<file path="src/hdl/text_mode_terminal_writer_unit_assert.svh">
// Assertion macros shared by the terminal writer modules.
// Each module that uses them has a clock named clk and a reset named arst_n.
`ifndef TEXT_MODE_TERMINAL_WRITER_UNIT_ASSERT_SVH
`define TEXT_MODE_TERMINAL_WRITER_UNIT_ASSERT_SVH

// The consequent must hold in the same cycle as the antecedent.
`define TMTW_ASSERT_NOW(label, ante, cons, msg) \
	label: assert property (@(posedge clk) disable iff (!arst_n) (ante) |-> (cons)) \
		else $error(msg);

// The consequent must hold in the cycle after the antecedent.
`define TMTW_ASSERT_NEXT(label, ante, cons, msg) \
	label: assert property (@(posedge clk) disable iff (!arst_n) (ante) |=> (cons)) \
		else $error(msg);

`endif

</file>
<file path="src/hdl/tmtw_pkg.sv">
// Shared types and constants of the text mode terminal writer.
// Used by the controller, the datapath and the top level; depends on nothing.
package tmtw_pkg;

	localparam int SCREEN_COLUMNS = 80;
	localparam int SCREEN_ROWS    = 25;
	localparam int CELL_COUNT     = SCREEN_COLUMNS * SCREEN_ROWS;

	localparam int ROW_W  = 5;
	localparam int COL_W  = 7;
	localparam int ADDR_W = 11;
	localparam int CELL_W = 16;
	localparam int CNT_W  = 3;

	localparam logic [ROW_W-1:0]  LAST_ROW   = ROW_W'(SCREEN_ROWS - 1);
	localparam logic [COL_W-1:0]  LAST_COL   = COL_W'(SCREEN_COLUMNS - 1);
	localparam logic [ADDR_W-1:0] COLS_A     = ADDR_W'(SCREEN_COLUMNS);
	localparam logic [ADDR_W-1:0] CELLS_A    = ADDR_W'(CELL_COUNT);
	localparam logic [ADDR_W-1:0] PTR_LAST   = ADDR_W'(CELL_COUNT - 1);
	localparam logic [ADDR_W-1:0] MOVE_LAST  = ADDR_W'(CELL_COUNT - SCREEN_COLUMNS - 1);

	localparam logic [7:0] CH_BACK     = 8'h08;
	localparam logic [7:0] CH_TAB      = 8'h09;
	localparam logic [7:0] CH_NEWLINE  = 8'h0A;
	localparam logic [7:0] CH_BLANK    = 8'h20;
	localparam logic [7:0] CH_PAGE_LO  = 8'hC2;
	localparam logic [7:0] CH_PAGE_HI  = 8'hC3;
	localparam logic [7:0] LATIN_BASE  = 8'hA0;
	localparam logic [7:0] LATIN_SHIFT = 8'h40;

	localparam logic [CNT_W-1:0] TAB_SPACES = 3'd4;
	localparam logic [CNT_W-1:0] ONE_PUT    = 3'd1;

	localparam logic [3:0]        FG_RESET   = 4'd7;
	localparam logic [CELL_W-1:0] RESET_CELL = {4'd0, FG_RESET, CH_BLANK};

	localparam logic REG_WORD_FG = 1'b0;

	typedef enum logic [2:0] {
		OP_WRITE  = 3'd0,
		OP_FILL   = 3'd1,
		OP_SET_BG = 3'd2,
		OP_READ   = 3'd3,
		OP_HOME   = 3'd4
	} opcode_t;

	typedef enum logic [2:0] {
		CK_PRINT,
		CK_NEWLINE,
		CK_TAB,
		CK_BACK,
		CK_PAGE_LO,
		CK_PAGE_HI
	} char_kind_t;

	typedef enum logic [2:0] {
		MEM_NONE,
		MEM_PUT_CHAR,
		MEM_PUT_BLANK,
		MEM_CLEAR,
		MEM_BLANK,
		MEM_MOVE,
		MEM_READ_ITEM,
		MEM_READ_MOVE
	} mem_op_t;

	typedef enum logic [1:0] {
		CUR_NONE,
		CUR_LINE_DOWN,
		CUR_BACK,
		CUR_HOME
	} cur_op_t;

	typedef enum logic [3:0] {
		ST_CLEAR,
		ST_IDLE,
		ST_EXEC,
		ST_PUT,
		ST_PAD,
		ST_FILL,
		ST_READ,
		ST_SCROLL_RD,
		ST_SCROLL_WR,
		ST_SCROLL_BLANK,
		ST_DONE
	} state_t;

	typedef struct packed {
		logic    cap_item;
		mem_op_t mem_op;
		cur_op_t cur_op;
		logic    ptr_zero;
		logic    set_page;
		logic    clr_page;
		logic    fill_bg;
		logic    set_bg;
		logic    tab_load;
		logic    tab_dec;
		logic    clr_data;
		logic    cap_data;
	} dp_cmd_t;

	typedef struct packed {
		opcode_t    opcode;
		char_kind_t kind;
		logic       bg_differ;
		logic       col_last;
		logic       row_last;
		logic       addr_ok;
		logic       ptr_move_last;
		logic       ptr_last;
		logic       tab_more;
		logic       tab_last;
	} dp_status_t;

endpackage

</file>
<file path="src/hdl/tmtw_controller.sv">
// Controller state machine of the terminal writer: sequences the clearing pass,
// writes, padding, scrolling, fills and reads. Depends on tmtw_pkg and the assertion header.
`include "text_mode_terminal_writer_unit_assert.svh"

module tmtw_controller import tmtw_pkg::*; (
	input  logic       clk,
	input  logic       arst_n,
	input  logic       in_accept,
	input  logic       out_free,
	input  dp_status_t status,
	output dp_cmd_t    cmd,
	output logic       in_ready,
	output logic       done
);

	state_t state_q;
	state_t state_d;

	always_ff @(posedge clk or negedge arst_n) begin
		if (!arst_n) begin
			state_q <= ST_CLEAR;
		end else begin
			state_q <= state_d;
		end
	end

	always_comb begin
		state_d  = state_q;
		cmd      = '0;
		in_ready = 1'b0;
		done     = 1'b0;
		case (state_q)
			ST_CLEAR: begin
				cmd.mem_op = MEM_CLEAR;
				if (status.ptr_last) begin
					state_d = ST_IDLE;
				end
			end
			ST_IDLE: begin
				in_ready = 1'b1;
				if (in_accept) begin
					cmd.cap_item = 1'b1;
					state_d      = ST_EXEC;
				end
			end
			ST_EXEC: begin
				cmd.clr_data = 1'b1;
				state_d      = ST_DONE;
				case (status.opcode)
					OP_WRITE: begin
						cmd.tab_load = 1'b1;
						case (status.kind)
							CK_NEWLINE: begin
								if (status.bg_differ) begin
									state_d = ST_PAD;
								end else begin
									cmd.cur_op = CUR_LINE_DOWN;
									if (status.row_last) begin
										cmd.ptr_zero = 1'b1;
										state_d      = ST_SCROLL_RD;
									end
								end
							end
							CK_BACK:    cmd.cur_op = CUR_BACK;
							CK_PAGE_LO: cmd.clr_page = 1'b1;
							CK_PAGE_HI: cmd.set_page = 1'b1;
							default:    state_d = ST_PUT;
						endcase
					end
					OP_FILL: begin
						cmd.fill_bg  = 1'b1;
						cmd.ptr_zero = 1'b1;
						state_d      = ST_FILL;
					end
					OP_SET_BG: cmd.set_bg = 1'b1;
					OP_READ: begin
						if (status.addr_ok) begin
							cmd.mem_op = MEM_READ_ITEM;
							state_d    = ST_READ;
						end
					end
					OP_HOME: cmd.cur_op = CUR_HOME;
					default: state_d = ST_DONE;
				endcase
			end
			ST_PUT: begin
				cmd.mem_op  = MEM_PUT_CHAR;
				cmd.tab_dec = 1'b1;
				if (status.col_last && status.row_last) begin
					cmd.ptr_zero = 1'b1;
					state_d      = ST_SCROLL_RD;
				end else if (status.tab_last) begin
					state_d = ST_DONE;
				end
			end
			ST_PAD: begin
				cmd.mem_op = MEM_PUT_BLANK;
				if (status.col_last) begin
					if (status.row_last) begin
						cmd.ptr_zero = 1'b1;
						state_d      = ST_SCROLL_RD;
					end else begin
						state_d = ST_DONE;
					end
				end
			end
			ST_FILL: begin
				cmd.mem_op = MEM_BLANK;
				if (status.ptr_last) begin
					state_d = ST_DONE;
				end
			end
			ST_READ: begin
				cmd.cap_data = 1'b1;
				state_d      = ST_DONE;
			end
			ST_SCROLL_RD: begin
				cmd.mem_op = MEM_READ_MOVE;
				state_d    = ST_SCROLL_WR;
			end
			ST_SCROLL_WR: begin
				cmd.mem_op = MEM_MOVE;
				state_d    = status.ptr_move_last ? ST_SCROLL_BLANK : ST_SCROLL_RD;
			end
			ST_SCROLL_BLANK: begin
				cmd.mem_op = MEM_BLANK;
				if (status.ptr_last) begin
					state_d = status.tab_more ? ST_PUT : ST_DONE;
				end
			end
			ST_DONE: begin
				done = 1'b1;
				if (out_free) begin
					state_d = ST_IDLE;
				end
			end
			default: state_d = ST_IDLE;
		endcase
	end

	`TMTW_ASSERT_NEXT(a_accept_starts, in_accept, state_q == ST_EXEC,
		"An accepted beat did not start execution.")
	`TMTW_ASSERT_NEXT(a_scroll_loop, (state_q == ST_SCROLL_WR) && !status.ptr_move_last,
		state_q == ST_SCROLL_RD, "Scroll left its row move early.")
	`TMTW_ASSERT_NOW(a_sweep_end, (state_q == ST_FILL) && (state_d == ST_DONE),
		status.ptr_last, "Fill ended before the last cell.")

endmodule

</file>
<file path="config.mk">
export PLATFORM = sky130hd
export DESIGN_NAME = tmtw_controller
export DESIGN_NICKNAME = d
export VERILOG_FILES = /design/src/hdl/tmtw_pkg.sv /design/src/hdl/tmtw_controller.sv
export VERILOG_INCLUDE_DIRS = /design/src /design/src/hdl
export SDC_FILE = /design/constraint.sdc
export NUM_CORES = 1
export LEC_CHECK = 0
export BUFFER_PORTS_ARGS = -buffer_cell sky130_fd_sc_hd__buf_2
export CAP_MARGIN = 20
export CELL_PAD_IN_SITES_DETAIL_PLACEMENT = 1
export CELL_PAD_IN_SITES_GLOBAL_PLACEMENT = 1
export CORE_MARGIN = 2
export CORE_UTILIZATION = 32
export CTS_BUF_LIST = sky130_fd_sc_hd__clkbuf_4
export DETAILED_ROUTE_END_ITERATION = 6
export HOLD_SLACK_MARGIN = 0.15
export PLACE_DENSITY_LB_ADDON = 0.25
export RECOVER_POWER = 100
export SETUP_SLACK_MARGIN = 0.02
export SLEW_MARGIN = 25
export SYNTH_ARGS = -nofsm -noshare
export SYNTH_HDL_FRONTEND = slang
export SYNTH_SLANG_ARGS = --single-unit
</file>
<file path="constraint.sdc">
create_clock -name clk -period 1.7 [get_ports clk]
set_input_delay 0.085 -clock clk [delete_from_list [all_inputs] [get_ports clk]]
set_output_delay 0.085 -clock clk [all_outputs]
set_load 0.1 [all_outputs]
</file>
==> results of run 1 <==
-- cell usage after synthesis (3+ instances only) --
library cell  instances
nor2_1               12
a21oi_1              10
nand2_1              10
inv_1                 6
nor3_1                6
nand3_1               5
o21ai_0               5
buf_2                 4
clkbuf_1              4
dfrtp_1               4
or3_1                 4
a31oi_1               3
nand2b_1              3
nor4_1                3
o21ai_1               3
-- kinds of logic after synthesis --
group,after synthesis,synth area share
buf+inv,16,0.0938
simple gates,58,0.446
flops,4,0.134
xor+xnor,1,0.0117
mux,3,0.0435
compound gates,32,0.271
-- metrics by stage --
stage / cells / instance area [µm²] / util / TNS (ns)
detailed placement: 186 / 1450 / 0.656 / -0.375
floorplan: 114 / 923 / - / -6.76
global placement: 186 / 1450 / 0.656 / 0
==> out/qor.yml, run 1 <==
status:
  status: "stopped before the end"
  stop_stage: "clock tree synthesis"
  tool.error: "[ERROR DPL-0033] detailed placement checks failed during check placement."
place:
  portBuffers: 34
  hpwl_um: 2940
  place_ws_ns: -0.0801
  routabilityCongestion: 0.812
synthesis:
  async_flop_share: 1.00
  synth.area.top_cells: "dfrtp_1, a21oi_1, nor2_1"
  ys_ff_latch: 4
  synthCells: 114
  synth-edff-count: 0
  synth_top_area_share: 0.134
  yosysTopAreaCell: "dfrtp_1"
  synth_ff_type: "dfrtp_1"
  syn_area_um2: 747
  syn_nets: 132
  yosysSeqAreaShare: 0.134
  syn_area_per_cell_um2: 6.55
  synthDistinctLibCells: 42
  ys.warnings.count: 0
floorplan:
  dieWidth_um: 52.3
  rows: 17
  die_h_um: 52.3
  pin_count: 35
  initial_utilization: 0.338
cts:
  hold_buffers: 1
  cts.sinks: 4
  htree_levels: 1
  max-clock-path-buffers: 2
  cts_buffers: 3
  cts_root_buf: "clkbuf_4"
  post_cts_buffers: 15
  postCtsResizedCells: 35
==> inputs of run 2 (changes only) <==
Settings changed: CELL_PAD_IN_SITES_DETAIL_PLACEMENT 1 to unset, CELL_PAD_IN_SITES_GLOBAL_PLACEMENT 1 to unset, CORE_AREA set to 2 2 63 65, CORE_MARGIN 2 to unset, CORE_UTILIZATION 32 to unset, CTS_BUF_LIST sky130_fd_sc_hd__clkbuf_4 to unset, DIE_AREA set to 0 0 65 67, HOLD_SLACK_MARGIN 0.15 to unset, PLACE_DENSITY_LB_ADDON 0.25 to 0.15, SETUP_SLACK_MARGIN 0.02 to unset.
==> run 2 against run 1 <==
Compared with the run above: the flow now finishes, with violations (setup timing); synthesized cell count did not move; area after synthesis did not move.
==> out/qor.yml, run 2 <==
hold_path:
  hold_path_class: "in -> async"
global_route:
  grt_use_met2: 0.262
  grt_pass1_vias: 1086
  grt_overflow: 0
  grtUsageMet3: 0.0253
  antenna_found_initial: 0
  grt_usage: 0.149
  grt_max_degree: 20
  grt_pass1_wl_um: 5090
  met1_usage: 0.185
  top_usage_layer: "met2"
place:
  portBuffers: 34  # unchanged
  hpwl_um: 2250  # -23%
  place_area_mm2: 0.00146  # +0.52%
  routabilityCongestion: 0.801  # -1.4%
floorplan:
  initial_utilization: 0.207  # -0.131
  pin_count: 35  # unchanged
  rows: 22  # +5
  die_h_um: 67  # +28%
  die_area_mm2: 0.00436
  coreArea_mm2: 0.00361
  dieWidth_um: 65  # +24%
synthesis:
  async_flop_share: 1.00  # unchanged
  synthCells: 114  # unchanged
  synth_top_family_by_area: "simple AND/OR/NAND/NOR gates"
  syn_area_um2: 747  # unchanged
  synthDistinctLibCells: 42  # unchanged
  synth-edff-count: 0  # unchanged
  syn_area_per_cell_um2: 6.55  # unchanged
  syn_nets: 132  # unchanged
  synth_compound_area_frac: 0.271  # unchanged
  yosysSeqAreaShare: 0.134  # unchanged
  ys.warnings.count: 0  # unchanged
  synth_most_common_cell: "nor2_1"
  ys_ff_latch: 4  # unchanged
  synth.area.top_cells: "dfrtp_1, a21oi_1, nor2_1"
  synth_xor_area_frac: 0.0117  # unchanged
  yosysTopAreaCell: "dfrtp_1"
  synth_commonest_cells: "nor2_1, a21oi_1, nand2_1"
  synth_ff_type: "dfrtp_1"
  synth_top_area_share: 0.134  # unchanged
  synth_fa_ha_area_frac: 0  # unchanged
  synth.mux.area_fraction: 0.0436  # unchanged
  synth-simple-area-share: 0.446  # unchanged
drt:
  route.detailed.drc: 0
  wl_per_cell_um: 14.4
  dr.pass1.iters: 4
  via_per_inst: 5.07
  wl_um: 3060
  antenna_left: 0
  drt_iter0_markers: 23
  vias: 1080
timing:
  fin_worst_skew_ns: 0.00981
  timing.final.crit_share: 1.10
  rsz0062_at_grt: "true"
  finalSetupViolations: 11
  maxSlewHeadroom: 0.758
  fmax_mhz: 534
  worst_pin_slew_ns: 0.360
  hold_viol: 0
  setup_ws_ns: -0.171
  final_max_slew_viol_count: 0
  min_period_ns: 1.87
  tns_ns: -0.954
pwr:
  irDropWorstVdd_uv: 743
  leakage_nw: 0.689
  p_per_area_mw_per_mm2: 2090
layout:
  layout_common_cells: "buf_2, buf_12, buf_4"
  multi_input_area_um2: 823
  largest-register: "state_q"
  final_common_cell: "buf_2"
  area_delta_synth_final_pct: 122
  diodes: 0
  largest_register_ffs: 4
  ff_latch_area_um2: 103
  fin_nets: 184
  fillers: 359
  final_area_mm2: 0.00166
  reg_top3: "state_q x4"
  drive_gt1_frac: 0.576
cts:
  clk_pin_slew_ns: 0.04
  clk_latency_ns: 0.22
  cts_tree: "yes"
  max-clock-path-buffers: 2  # unchanged
  htree_levels: 1  # unchanged
  cts_root_buf: "clkbuf_8"
  cts.sinks: 4  # unchanged
  cts_buffers: 3  # unchanged
setup_path:
  r2r_end: "state_q[2]$_DFFE_PN0P_"
  end_kind: "output pin"
  rr_worst_depth: 7
  cp-start-kind: "register"
  crit_type: "reg -> out"
  worstPathMaxFanout: 3
  crit_arrival_ns: 1.79
  worst_ep_required_time_ns: 1.62
  r2r_start: "state_q[2]$_DFFE_PN0P_"
  r2r_setup_slack_ns: -0.02
status:
  status: "finished with violations"
  violations: "setup timing"
run:
  timing.max_cap.violations: 0
## run 2: how the worst max path moves through the flow
| stage | slack [ns] | end | start |
|---|---|---|---|
| after floorplan | -0.99 | cmd[6] | state_q[0]$_DFFE_PN0P_ |
| after global placement | -0.002 | cmd[6] | state_q[0]$_DFFE_PN0P_ |
| after detailed placement | -0.01 | cmd[6] | state_q[0]$_DFFE_PN0P_ |
| after CTS | -0.18 | cmd[6] | state_q[0]$_DFFE_PN0P_ |
| after global routing | -0.24 | cmd[6] | state_q[0]$_DFFE_PN0P_ |
| final | -0.17 | cmd[6] | state_q[0]$_DFFE_PN0P_ |
## run 2: what timing repair did
| item | 4_1_cts | 5_1_grt |
|---|---|---|
| gates resized for setup | 10 | 22 |
| setup buffers | 4 | 3 |
| pin swaps | 5 | 11 |
| setup endpoints to repair | 12 | 17 |
| hold buffers | 1 | 0 |
| endpoints found under the hold margin | 4 | 0 |
| gates cloned | 1 | 0 |
## run 2: through the flow
| stage | hold slack [ns] | std cells | worst slack [ns] | utilization | total power [mW] |
|---|---|---|---|---|---|
| 2_1_floorplan | -0.211 | 114 | -0.985 | - | 2.07 |
| 3_3_place_gp | -0.111 | 202 | -0.00172 | 0.404 | 2.92 |
| 3_5_place_dp | -0.108 | 202 | -0.0146 | 0.404 | 2.95 |
| 4_1_cts | 0.189 | 211 | -0.180 | 0.447 | 3.38 |
| 5_1_grt | 0.242 | 213 | -0.235 | 0.460 | 3.67 |
| 6_report | 0.219 | 213 | -0.171 | 0.460 | 3.47 |
## run 2: worst max-delay path, cell delays in order (launching register included)
cell	delay, ns
dfrtp_1	0.36
nand2b_4	0.14
or3_4	0.37
clkinv_8	0.06
and3_4	0.18
nor4b_4	0.24
buf_12	0.21
## run 2: logic make-up after synthesis
family,Yosys count
flip-flops,4
AND/OR/NAND/NOR,58
buffers and inverters,16
multiplexers,3
XOR/XNOR,1
AO/OA/AOI/OAI,32
## run 2: final cells by class
class                           instances  share of cell area
Clock buffer                            4              0.0272
Inverter                                7              0.0234
Multi-Input combinational cell         94               0.497
Sequential cell                         4              0.0619
Tap cell                               48              0.0362
Timing Repair Buffer                   56               0.355
## run 2: per-layer routing
layer	routed length (µm)	part of all wire
met5	0	0
met4	58	0.019
met3	175	0.057
met2	1590	0.52
met1	1240	0.41
## run 2: power breakdown
group          total, mW  switching, mW  internal, mW
sequential         0.195         0.0433         0.151
clock              0.212         0.0516         0.160
combinational       3.06           1.85          1.21
Note: power is estimated with default switching activity, not from simulation.
